File: src/rtl/i2cbe_pkg.sv
// ----------------------------------------------------------------------------
// I2C bit engine package
// Shared types, command codes and sizing constants for the I2C bit engine.
// ----------------------------------------------------------------------------
package i2cbe_pkg;

  // Command codes as they arrive in the command field
  localparam logic [1:0] CMD_START = 2'd0;
  localparam logic [1:0] CMD_STOP  = 2'd1;
  localparam logic [1:0] CMD_WRITE = 2'd2;
  localparam logic [1:0] CMD_READ  = 2'd3;

  // Item kinds on the input tuser bit
  localparam logic KIND_CMD  = 1'b0;
  localparam logic KIND_TICK = 1'b1;

  // Phase numbers within a command
  localparam logic [4:0] PH_WR_ACK_SETUP  = 5'd16;
  localparam logic [4:0] PH_WR_ACK_SAMPLE = 5'd17;
  localparam logic [4:0] PH_RD_BITS_END   = 5'd16;
  localparam logic [4:0] PH_RD_ACK_DRIVE  = 5'd17;
  localparam logic [4:0] PH_RD_ACK_HIGH   = 5'd18;
  localparam logic [4:0] PH_RD_ACK_LOW    = 5'd19;

  // Default depth of the queue between front and back (power of two, >= 2)
  localparam int QUEUE_DEPTH_DEF = 4;

  localparam int IN_TDATA_W  = 16;
  localparam int OUT_TDATA_W = 16;

  // Running operation, one-hot
  typedef enum logic [3:0] {
    OP_START = 4'b0001,
    OP_STOP  = 4'b0010,
    OP_WRITE = 4'b0100,
    OP_READ  = 4'b1000
  } op_t;

  // Classified item handed from front to back
  typedef struct packed {
    logic       is_tick;
    op_t        op;
    logic [7:0] tx_byte;
    logic       send_ack;
    logic       sda_sample;
  } item_t;

  // Result fields of one item
  typedef struct packed {
    logic       rejected;
    logic       slave_nack;
    logic [7:0] rx_byte;
    logic       done_res;
    logic       busy_res;
    logic       sda_pull_low;
    logic       scl_pull_low;
  } result_t;

  function automatic op_t decode_cmd(input logic [1:0] cmd);
    op_t op;
    case (cmd)
      CMD_START: op = OP_START;
      CMD_STOP:  op = OP_STOP;
      CMD_WRITE: op = OP_WRITE;
      CMD_READ:  op = OP_READ;
      default:   op = OP_START;
    endcase
    return op;
  endfunction

endpackage

File: src/rtl/i2cbe_front.sv
// ----------------------------------------------------------------------------
// I2C bit engine front end
// Accepts input items, classifies them and buffers them in a short queue.
// ----------------------------------------------------------------------------
module i2cbe_front
  import i2cbe_pkg::*;
#(
  parameter int QUEUE_DEPTH = QUEUE_DEPTH_DEF
) (
  input  logic                  clk,
  input  logic                  rst_n,
  input  logic                  in_tvalid,
  output logic                  in_tready,
  input  logic [IN_TDATA_W-1:0] in_tdata,
  input  logic                  in_tuser,
  output logic                  q_valid,
  input  logic                  q_ready,
  output item_t                 q_item
);

  localparam int PtrW = $clog2(QUEUE_DEPTH);
  localparam int CntW = $clog2(QUEUE_DEPTH + 1);
  localparam logic [CntW-1:0] FullCount = CntW'(QUEUE_DEPTH);

  item_t           slots_r [QUEUE_DEPTH];
  logic [PtrW-1:0] wr_ptr_r, wr_ptr_nxt;
  logic [PtrW-1:0] rd_ptr_r, rd_ptr_nxt;
  logic [CntW-1:0] count_r, count_nxt;
  item_t           item_in;
  logic            push, pop;

  // Classify the incoming item
  always_comb begin
    item_in.is_tick    = (in_tuser == KIND_TICK);
    item_in.op         = decode_cmd(in_tdata[1:0]);
    item_in.tx_byte    = in_tdata[9:2];
    item_in.send_ack   = in_tdata[10];
    item_in.sda_sample = in_tdata[11];
  end

  assign in_tready = (count_r != FullCount);
  assign q_valid   = (count_r != '0);
  assign q_item    = slots_r[rd_ptr_r];
  assign push      = in_tvalid && in_tready;
  assign pop       = q_valid && q_ready;

  // Advance pointers and fill count
  always_comb begin
    wr_ptr_nxt = push ? wr_ptr_r + 1'b1 : wr_ptr_r;
    rd_ptr_nxt = pop ? rd_ptr_r + 1'b1 : rd_ptr_r;
    count_nxt  = count_r;
    if (push && !pop) begin
      count_nxt = count_r + 1'b1;
    end else if (pop && !push) begin
      count_nxt = count_r - 1'b1;
    end
  end

  always_ff @(posedge clk) begin
    if (!rst_n) begin
      wr_ptr_r <= '0;
      rd_ptr_r <= '0;
      count_r  <= '0;
    end else begin
      wr_ptr_r <= wr_ptr_nxt;
      rd_ptr_r <= rd_ptr_nxt;
      count_r  <= count_nxt;
    end
  end

  // Store the item in its slot
  always_ff @(posedge clk) begin
    if (push) begin
      slots_r[wr_ptr_r] <= item_in;
    end
  end

endmodule

File: src/rtl/i2cbe_back.sv
// ----------------------------------------------------------------------------
// I2C bit engine back end
// Runs the command phase schedule one item per cycle while the output is not stalled, and holds the result.
// ----------------------------------------------------------------------------
module i2cbe_back
  import i2cbe_pkg::*;
(
  input  logic    clk,
  input  logic    rst_n,
  input  logic    q_valid,
  output logic    q_ready,
  input  item_t   q_item,
  output logic    out_valid,
  input  logic    out_ready,
  output result_t out_res
);

  op_t        op_r, op_nxt;
  logic       running_r, running_nxt;
  logic [4:0] phase_r, phase_nxt;
  logic [7:0] shift_r, shift_nxt;
  logic       ack_r, ack_nxt;
  logic       scl_r, scl_nxt;
  logic       sda_r, sda_nxt;
  logic [7:0] last_rx_r, last_rx_nxt;
  logic       last_nack_r, last_nack_nxt;
  logic       valid_r;
  result_t    res_r, res_nxt;
  logic       fin, rej, take;

  // Take an item whenever the output slot is free or being drained
  assign q_ready   = !valid_r || out_ready;
  assign take      = q_valid && q_ready;
  assign out_valid = valid_r;
  assign out_res   = res_r;

  // Next engine state for the item at the head of the queue
  always_comb begin
    op_nxt        = op_r;
    running_nxt   = running_r;
    phase_nxt     = phase_r;
    shift_nxt     = shift_r;
    ack_nxt       = ack_r;
    scl_nxt       = scl_r;
    sda_nxt       = sda_r;
    last_rx_nxt   = last_rx_r;
    last_nack_nxt = last_nack_r;
    fin           = 1'b0;
    rej           = 1'b0;
    if (!q_item.is_tick) begin
      if (running_r) begin
        rej = 1'b1;
      end else begin
        op_nxt      = q_item.op;
        running_nxt = 1'b1;
        phase_nxt   = '0;
        shift_nxt   = (q_item.op == OP_WRITE) ? q_item.tx_byte : 8'h00;
        ack_nxt     = q_item.send_ack;
      end
    end else if (running_r) begin
      phase_nxt = phase_r + 1'b1;
      case (op_r)
        OP_START: begin
          if (phase_r == 5'd0) begin
            sda_nxt = 1'b0;
            scl_nxt = 1'b0;
          end else if (phase_r == 5'd1) begin
            sda_nxt = 1'b1;
          end else begin
            scl_nxt = 1'b1;
            fin     = 1'b1;
          end
        end
        OP_STOP: begin
          if (phase_r == 5'd0) begin
            sda_nxt = 1'b1;
          end else if (phase_r == 5'd1) begin
            scl_nxt = 1'b0;
          end else begin
            sda_nxt = 1'b0;
            fin     = 1'b1;
          end
        end
        OP_WRITE: begin
          if (phase_r < PH_WR_ACK_SETUP) begin
            // Even phase drives the next bit with SCL low, odd releases SCL
            if (!phase_r[0]) begin
              scl_nxt   = 1'b1;
              sda_nxt   = ~shift_r[7];
              shift_nxt = {shift_r[6:0], 1'b0};
            end else begin
              scl_nxt = 1'b0;
            end
          end else if (phase_r == PH_WR_ACK_SETUP) begin
            scl_nxt = 1'b1;
            sda_nxt = 1'b0;
          end else if (phase_r == PH_WR_ACK_SAMPLE) begin
            scl_nxt       = 1'b0;
            last_nack_nxt = q_item.sda_sample;
          end else begin
            scl_nxt = 1'b1;
            fin     = 1'b1;
          end
        end
        OP_READ: begin
          if (phase_r == 5'd0) begin
            sda_nxt = 1'b0;
            scl_nxt = 1'b1;
          end else if (phase_r <= PH_RD_BITS_END) begin
            // Odd phase samples with SCL released, even pulls SCL low
            if (phase_r[0]) begin
              scl_nxt   = 1'b0;
              shift_nxt = {shift_r[6:0], q_item.sda_sample};
            end else begin
              scl_nxt = 1'b1;
            end
          end else if (phase_r == PH_RD_ACK_DRIVE) begin
            sda_nxt = ack_r;
          end else if (phase_r == PH_RD_ACK_HIGH) begin
            scl_nxt = 1'b0;
          end else if (phase_r == PH_RD_ACK_LOW) begin
            scl_nxt = 1'b1;
          end else begin
            sda_nxt     = 1'b0;
            last_rx_nxt = shift_r;
            fin         = 1'b1;
          end
        end
        default: begin
          fin = 1'b1;
        end
      endcase
      if (fin) begin
        running_nxt = 1'b0;
        phase_nxt   = '0;
      end
    end
  end

  // Assemble the result
  always_comb begin
    res_nxt.scl_pull_low = scl_nxt;
    res_nxt.sda_pull_low = sda_nxt;
    res_nxt.busy_res     = running_nxt;
    res_nxt.done_res     = fin;
    res_nxt.rx_byte      = last_rx_nxt;
    res_nxt.slave_nack   = last_nack_nxt;
    res_nxt.rejected     = rej;
  end

  // Commit state on each taken item
  always_ff @(posedge clk) begin
    if (!rst_n) begin
      op_r        <= OP_START;
      running_r   <= 1'b0;
      phase_r     <= '0;
      shift_r     <= '0;
      ack_r       <= 1'b0;
      scl_r       <= 1'b0;
      sda_r       <= 1'b0;
      last_rx_r   <= '0;
      last_nack_r <= 1'b0;
    end else if (take) begin
      op_r        <= op_nxt;
      running_r   <= running_nxt;
      phase_r     <= phase_nxt;
      shift_r     <= shift_nxt;
      ack_r       <= ack_nxt;
      scl_r       <= scl_nxt;
      sda_r       <= sda_nxt;
      last_rx_r   <= last_rx_nxt;
      last_nack_r <= last_nack_nxt;
    end
  end

  // Hold the result until the receiver takes it
  always_ff @(posedge clk) begin
    if (!rst_n) begin
      valid_r <= 1'b0;
    end else if (q_ready) begin
      valid_r <= q_valid;
    end
  end

  always_ff @(posedge clk) begin
    if (take) begin
      res_r <= res_nxt;
    end
  end

endmodule

File: src/rtl/i2c_master_bit_engine_core.sv
// ----------------------------------------------------------------------------
// I2C master bit engine
// Open-drain I2C master that runs start, stop, byte write and byte read
// commands, one half-bit phase per tick item.
// ----------------------------------------------------------------------------
// Usage: the input stream carries command items (in_tuser = 0) and tick
// items (in_tuser = 1). A command is taken only while no command runs;
// otherwise it is answered with rejected set. Each tick advances the running
// command by one half-bit phase and supplies the sampled SDA level. Every
// input item yields exactly one result item with the line drives (1 = pull
// low) and status. Start and stop take three ticks, a write nineteen, a read
// twenty-one.
// Path: an accepted item is written to a queue slot, and the back end then
// computes its result into the output register. Throughput: one item per
// cycle while the output is not stalled, set by the phase update in the back end.
// Reset: all lines released, no command running, queue and output empty.
// Stall: the output register holds its result while out_tready is low; the
// queue keeps taking items until its QUEUE_DEPTH entries are full, then
// in_tready drops.
// ----------------------------------------------------------------------------
module i2c_master_bit_engine_core
  import i2cbe_pkg::*;
#(
  parameter int QUEUE_DEPTH = QUEUE_DEPTH_DEF
) (
  input  logic                   clk,
  input  logic                   rst_n,
  input  logic                   in_tvalid,
  output logic                   in_tready,
  // command[1:0], tx_byte[9:2], send_ack[10], sda_sample[11], zero fill
  input  logic [IN_TDATA_W-1:0]  in_tdata,
  // kind
  input  logic                   in_tuser,
  output logic                   out_tvalid,
  input  logic                   out_tready,
  // scl_pull_low[0], sda_pull_low[1], busy_res[2], done_res[3],
  // rx_byte[11:4], slave_nack[12], rejected[13], zero fill
  output logic [OUT_TDATA_W-1:0] out_tdata
);

  logic    q_valid, q_ready;
  item_t   q_item;
  result_t res;

  i2cbe_front #(
    .QUEUE_DEPTH(QUEUE_DEPTH)
  ) u_front (
    .clk      (clk),
    .rst_n    (rst_n),
    .in_tvalid(in_tvalid),
    .in_tready(in_tready),
    .in_tdata (in_tdata),
    .in_tuser (in_tuser),
    .q_valid  (q_valid),
    .q_ready  (q_ready),
    .q_item   (q_item)
  );

  i2cbe_back u_back (
    .clk      (clk),
    .rst_n    (rst_n),
    .q_valid  (q_valid),
    .q_ready  (q_ready),
    .q_item   (q_item),
    .out_valid(out_tvalid),
    .out_ready(out_tready),
    .out_res  (res)
  );

  // Pack result fields, listed from the highest bit down
  assign out_tdata = {2'b00, res.rejected, res.slave_nack, res.rx_byte,
                      res.done_res, res.busy_res, res.sda_pull_low,
                      res.scl_pull_low};

endmodule
File: config.mk
export PLATFORM = sky130hd
export DESIGN_NAME = i2c_master_bit_engine_core
export DESIGN_NICKNAME = d
export VERILOG_FILES = /design/src/rtl/i2cbe_pkg.sv /design/src/rtl/i2cbe_front.sv /design/src/rtl/i2cbe_back.sv /design/src/rtl/i2c_master_bit_engine_core.sv
export SDC_FILE = /design/constraint.sdc
export NUM_CORES = 1
export LEC_CHECK = 0
export BUFFER_PORTS_ARGS = -buffer_cell sky130_fd_sc_hd__buf_4
export CAP_MARGIN = 20
export CORE_MARGIN = 3
export CORE_UTILIZATION = 65
export CTS_BUF_LIST = sky130_fd_sc_hd__clkbuf_2 sky130_fd_sc_hd__clkbuf_4 sky130_fd_sc_hd__clkbuf_8
export DETAILED_ROUTE_END_ITERATION = 8
export HOLD_SLACK_MARGIN = 0.12
export PLACE_DENSITY_LB_ADDON = 0.3
export SLEW_MARGIN = 10
export SYNTH_ARGS = -nofsm -noshare
export SYNTH_HDL_FRONTEND = slang
export SYNTH_SLANG_ARGS = --single-unit
export TNS_END_PERCENT = 100
File: constraint.sdc
create_clock -name clk -period 5 [get_ports clk]
set_input_delay 0.75 -clock clk [delete_from_list [all_inputs] [get_ports clk]]
set_output_delay 0.75 -clock clk [all_outputs]
set_load 0.01 [all_outputs]
Word-level counts from Yosys, hierarchy flattened
Memories as Yosys holds them, arrays and structs flattened. A register that Yosys moved wholly into a read port is not among the register bits.
Index checks and enable logic that the tools add are counted.
{"block": "totals", "register_bits": 52, "latchBits": 0, "ram_bits": 60, "mem_bits_ro": 0, "in_bits": 21, "output_inout_bits": 18, "word_cells": 152, "memories": 1}
{"name": "u_front.slots_r", "words": 4, "width": 15, "read_ports": 1, "rd_ports_with_merged_regs": 1, "wr": 1, "line_no": "i2cbe_front.sv:25", "rtl": "item_t slots_r [QUEUE_DEPTH];"}
{"block": "classes", "add_sub_neg": 5, "n_mul": 0, "div_mod_pow": 0, "n_lt_le_gt_ge": 2, "eq_ne": 22, "shift": 0, "n_mux": 82, "bitwise_logic": 3, "n_reduce_logical": 17}
{"operator": "8-bit 2-to-1 mux", "count": 17}
{"operator": "1-bit 2-to-1 mux", "count": 52}
{"operator": "3-bit inequality test (second input constant)", "count": 7}
{"operator": "5-bit == test (second input constant)", "count": 4}
{"operator": "5-bit 2-to-1 mux", "count": 4}
{"operator": "4-bit one-hot mux with 4 select lines", "count": 1}
{"operator": "8-bit one-hot mux with 2 select lines", "count": 1}
{"operator": "9-bit AND reduction", "count": 1}
{"operator": "4-bit by 3-bit == test with 1-bit output (second input constant)", "count": 2}
{"operator": "1-bit one-hot mux with 4 select lines", "count": 2}
{"operator": "3-bit 2-to-1 mux", "count": 2}
{"operator": "3-bit AND reduction", "count": 2}
{"operator": "5-bit by 1-bit adder with 5-bit output (second input constant)", "count": 1}
{"operator": "5-bit by 1-bit == test with 1-bit output (second input constant)", "count": 1}
{"operator": "5-bit less-or-equal comparator (second input constant)", "count": 1}
{"operator": "5-bit zero test", "count": 1}
{"operator": "5-bit less-than comparator (second input constant)", "count": 1}
{"operator": "2-bit by 1-bit adder with 2-bit output (second input constant)", "count": 2}
{"operator": "2-bit == test (second input constant)", "count": 2}
{"operator": "4-bit by 1-bit == test with 1-bit output (second input constant)", "count": 1}
{"operator": "4-bit by 2-bit == test with 1-bit output (second input constant)", "count": 1}
{"operator": "4-bit == test (second input constant)", "count": 1}
{"operator": "1-bit logical AND", "count": 4}
{"operator": "2-bit 2-to-1 mux", "count": 2}
{"operator": "14 further kinds", "count": 18}

Longest topological paths before layout
{"block": "depth", "depth_word": 12, "ltp_mapped": 10, "depth_no_buf": 9}

By module
Synthesis repeated with hierarchy kept, for this count alone.
{"block": "unflattened", "hier_cells": 376, "area_unflattened_um2": 5118.7}
{"mod": "i2cbe_front", "n_inst": 1, "cells_per_inst": 130, "area_each_um2": 2715.1, "seq_area_each_um2": 1981.9}
{"mod": "i2cbe_back", "n_inst": 1, "cells_per_inst": 243, "area_each_um2": 2384.8, "seq_area_each_um2": 1041.0}
{"mod": "i2c_master_bit_engine_core", "n_inst": 1, "cells_per_inst": 3, "area_each_um2": 18.8, "seq_area_each_um2": 0.0}

Worst setup path after synthesis
No wires, ideal clock.
{"block": "synth_path", "kind": "input to register", "start": "in out_tready", "end": "reg u_front.count_r[2]", "setup_time_ns": 0.072, "arrival_time_ns": 2.387, "setup_slack_ns": 2.541, "path_stages": 9, "path_cell_list": "nor2b_1 > or2_2 > buf_2 > ha_1 > inv_1 > fa_1 > xor2_1 > or3_1 > a21oi_1"}
{"block": "synth_via", "elab_chain_cells": 5, "word_cells_on_any_way": 7, "classes_between": "mux (1); reduce/logical (6)"}
{"element": "from (decl)", "line_no": "i2c_master_bit_engine_core.sv:35", "rtl": "input logic out_tready,"}
{"element": "1-bit logical OR *", "line_no": "i2cbe_back.sv:32", "rtl": "assign q_ready = !valid_r || out_ready;"}
{"element": "1-bit logical AND *", "line_no": "i2cbe_front.sv:45", "rtl": "assign pop = q_valid && q_ready;"}
{"element": "1-bit zero test", "line_no": "i2cbe_front.sv:52", "rtl": "if (push && !pop) begin"}
{"element": "1-bit logical AND", "line_no": "i2cbe_front.sv:52"}
{"element": "3-bit 2-to-1 mux or 2-bit nonzero test (tied branches)"}
{"element": "to (signal assigned)", "line_no": "i2cbe_front.sv:67", "rtl": "count_r <= count_nxt;"}
{"element": "to (decl)", "line_no": "i2cbe_front.sv:28", "rtl": "logic [CntW-1:0] count_r, count_nxt;"}
Every way passes the cells marked *; elsewhere a longest branch is shown, timed or not.
A chain may end at the register's enable or synchronous reset.

Worst setup path in the final report
{"block": "layout_path", "start": "reg u_back.phase_r[0]", "end": "reg u_back.res_r (netlist bit u_back.out_res[6]), data pin"}
{"block": "layout_via", "elab_chain_cells": 9, "word_cells_on_any_way": 13, "classes_between": "order compare (1); eq/ne (3); mux (8); reduce/logical (1)"}
{"element": "from (decl)", "line_no": "i2cbe_back.sv:20", "rtl": "logic [4:0] phase_r, phase_nxt;"}
{"element": "from (signal assigned)", "line_no": "i2cbe_back.sv:166", "rtl": "phase_r <= phase_nxt;"}
{"element": "5-bit == test", "line_no": "i2cbe_back.sv:121", "rtl": "end else if (phase_r == PH_RD_ACK_LOW) begin"}
{"element": "8-bit 2-to-1 mux", "line_no": "i2cbe_back.sv:121"}
{"element": "8-bit 2-to-1 mux", "line_no": "i2cbe_back.sv:119", "rtl": "end else if (phase_r == PH_RD_ACK_HIGH) begin"}
{"element": "8-bit 2-to-1 mux", "line_no": "i2cbe_back.sv:117", "rtl": "end else if (phase_r == PH_RD_ACK_DRIVE) begin"}
{"element": "8-bit 2-to-1 mux", "line_no": "i2cbe_back.sv:109", "rtl": "end else if (phase_r <= PH_RD_BITS_END) begin"}
{"element": "8-bit 2-to-1 mux *", "line_no": "i2cbe_back.sv:106", "rtl": "if (phase_r == 5'd0) begin"}
{"element": "8-bit 2-to-1 mux *", "line_no": "i2cbe_back.sv:62", "rtl": "case (op_r)"}
{"element": "8-bit 2-to-1 mux *", "line_no": "i2cbe_back.sv:60", "rtl": "end else if (running_r) begin"}
{"element": "8-bit 2-to-1 mux *", "line_no": "i2cbe_back.sv:50", "rtl": "if (!q_item.is_tick) begin"}
{"element": "net u_back.last_rx_nxt[2]", "line_no": "i2cbe_back.sv:25", "rtl": "logic [7:0] last_rx_r, last_rx_nxt;"}
{"element": "to (signal assigned)", "line_no": "i2cbe_back.sv:187", "rtl": "res_r <= res_nxt;"}
{"element": "to (decl)", "line_no": "i2cbe_back.sv:28", "rtl": "result_t res_r, res_nxt;"}
The timed path passes the listed nets; every way through them passes the cells marked *.

==> results.yml <==
critical_path:
  crit_arrival_ns: 2.90
  r2r-end: "u_back.out_res[6]"
  crit_type: "flop to flop"
  cpPeakStageDelay_ns: 0.51
  crit_path_start_kind: "flop"
  worstPathMaxFanout: 10
  end_kind: "flop"
  cp_data_required_time_ns: 5.17
  worst_r2r_startpoint: "u_back.phase_r[0]"
  cp_cell_sequence: "inv_1 > ha_1 > nor4_1 > o211ai_2 > nor2_2 > mux2_2"
  slowest_stage: "dfxtp_1"
  reg2reg_slack_ns: 2.27
  r2r_cells: 6
final_layout:
  nNetsFinal: 451
  final_common_cell: "edfxtp_1"
  stdcell_area_um2: 5870
  drive_gt1_share_pct: 26.0
  syn_to_final_growth_pct: 13.6
  final_cell_mix: "74 x edfxtp_1, 40 x dfxtp_1, 34 x buf_4"
  n_antenna_cell: 0
  post-route-util_pct: 78.5
min_path:
  holdPathStages: 2
  hp-class: "flop to flop"
  min_from: "u_back.ack_r"
  hold_path_end: "u_back.ack_r"
sta:
  clock_skew_ns: 0.0131
  drv_slew: 0
  finalWorstPathRequiredPeriod_ns: 2.73
  fin_crit_sh_pct: 54.6
  rsz0062_at_grt: "false"
  setup_viol: 0
  final_hold_viol_count: 0
  relSlewSlack_pct: 38.0
  max_freq_mhz: 366
  worst_pin_slew_ns: 0.929
  fin_tns_setup_ns: 0
synthesis:
  syn_area_per_cell_um2: 13.3
  ys.warnings.count: 0
  ys_async_sr_fraction_pct: 0
  ys_seq_area_share_pct: 58.5
  synth_edf_count: 74
  netlist.area_leader.share_pct: 43.0
  synth_area_um2: 5170
  syn_inst: 389
  synth-seq-cells: 114
  ys.flop_type: "edfxtp_1"
  synth_top_cell_by_area: "edfxtp_1"
  synth_area_leaders: "edfxtp_1 43%, dfxtp_1 15%, mux4_2 6.1%"
  synth.distinct_cells: 70
global_routing:
  grt_pass1_wl_mm: 15.8
  grt_start_max_net_pins: 25
  track_usage_pct: 23.6
  grt_pass1_vias: 3163
  grt_remaining_overflow: 0
  antenna_found_initial: 0
detailed_routing:
  antenna_left: 0
  drt_iter0_drc: 187
  wire_per_inst_um: 18.6
  postRouteWirelength_mm: 9.85
  first_pass_iters: 5
  drt-vias-per-instance: 6.18
  drc_errors: 0
  num_vias: 3277
clocking:
  post_cts_resized: 0
  clk_root_buffer_cell: "clkbuf_8"
  cts_buffer_depth: 2
  clkLatencyLatePin_ns: 0.42
  cts_inserted_buffers: 17
  cts_tree: "built"
  path_clk_slew_ns: 0.07
  cts_hold_buffers: 0
  h-tree-depth: 4
  clkSinkCount: 114
  cts_setup_buffers: 0
die:
  core_area_um2: 7490
  start_util_pct: 69.0
  fp.dieArea_um2: 9060
  io_pins: 39
  die_w_um: 95.2
  chipHeight_um: 95.2
  rows: 31
run_status:
  status: "complete, no violations"
flow_run:
  maxCapViolCount: 0
placed_design:
  dpl_cell_area_um2: 5400
  dp_hpwl_mm: 6.27
  routabilityCongestion: 0.895
  port_buffers: 32
power_and_ir_drop:
  power_density_nw_per_um2: 566
  ir_drop_uv: 396
  power_leakage_nw: 2.10
metal layers:
metal | global-route usage, % | share of wire, % | vias up
met3 | 5.37 | 5.8 | 18
met1 | 31.2 | 42 | 1614
met5 | 0 | 0 | -
met2 | 37.7 | 51 | 113
met4 | 10.2 | 1.1 | 0
li1 | - | - | 1532
synthesized netlist by cell type, drive strengths merged (2+ instances only):
cell type	number
dfxtp	40
or3b	3
a21oi	17
buf	12
xnor2	3
mux2i	12
mux2	10
nor2	24
o211ai	4
inv	11
or4b	2
a211oi	2
nor3	5
or2	2
and3	5
a21boi	5
a311oi	7
xor2	4
o211a	2
edfxtp	74
a31oi	3
ha	11
or3	3
nand4	5
and2	6
o21ai	11
nor4b	5
nand3	16
nor3b	3
nand2	24
nor2b	7
o41a	2
a2111oi	2
mux4	14
clkbuf	13
final cells by class:
class / count / area, um^2
inverters: 12 / 50.0
flip-flops and latches: 114 / 3020
well taps: 99 / 124
multi-input cells: 239 / 1950
clock inverters: 9 / 178
fillers: 429 / 1610
clock buffers: 23 / 298
repair buffers: 34 / 255
per-stage QoR:
step           setup slack, ns  instances  total power [mW]  hold WS, ns
5_1_grt                   2.07        530              3.50        0.504
3_3_place_gp              2.23        498              2.28        0.468
3_5_place_dp              2.16        498              2.32        0.467
2_1_floorplan             2.54        390              2.08        0.444
4_1_cts                   2.26        530              3.33        0.493
6_report                  2.27        530              3.33        0.492
kinds of logic (layout without fill, tap and decap cells):
family                     Yosys count  count (layout)  share of synthesized area (%)
and+or+nand+nor                    115             115                           12.9
DFF                                114             114                           58.5
AOI/OAI and AO/OA                   67              67                           9.68
buffers and inverters               37              78                           3.95
muxes                               36              36                           10.7
adders and majority gates           12              12                           3.05
xor gates and xnor gates             7               7                           1.19
other                                1               2                         0.0726
where the power goes:
part	internal [mW]	switching, mW	total [mW]
registers	1.21	0.131	1.34
logic	0.416	0.567	0.983
clock network	0.651	0.355	1.01
how the worst max path moves through the flow:
| stage | startpoint | to | slack (ns) |
|---|---|---|---|
| final | u_back.phase_r[0] | u_back.out_res[6] | 2.27 |
| after global routing | u_back.phase_r[0] | u_back.out_res[5] | 2.07 |
| after CTS | flop | u_back.phase_r[2] | 2.26 |
| after detailed placement | out_tready | u_front.count_r[2] | 2.16 |
| after global placement | out_tready | u_front.count_r[2] | 2.23 |
| after floorplan | out_tready | u_front.count_r[2] | 2.54 |
flip-flops by register name (all words and copies together) (netlist names), named ones only:
signal and cells:
u_back.shift_r 8, u_front.count_r 3, u_back.op_r 4, u_front.wr_ptr_r 2
u_back.ack_r 1, u_back.sda_r 1, u_back.last_nack_r 1, u_back.out_valid 1
u_back.out_res 14, u_front.slots_r 60, u_back.phase_r 5, u_back.last_rx_r 8
u_back.scl_r 1, u_front.rd_ptr_r 2, u_back.running_r 1
worst max-delay path, delay by kind of cell, from the launching register on:
kind                     cells  cell delay [ns]
AO/OA/AOI/OAI                1             0.23
adder cells (fa/ha/maj)      1             0.36
buffers and inverters        1             0.18
flip-flops                   1             0.51
multiplexers                 1             0.39
AND/OR/NAND/NOR              2             0.81
Note: power is estimated with default switching activity, not from simulation.
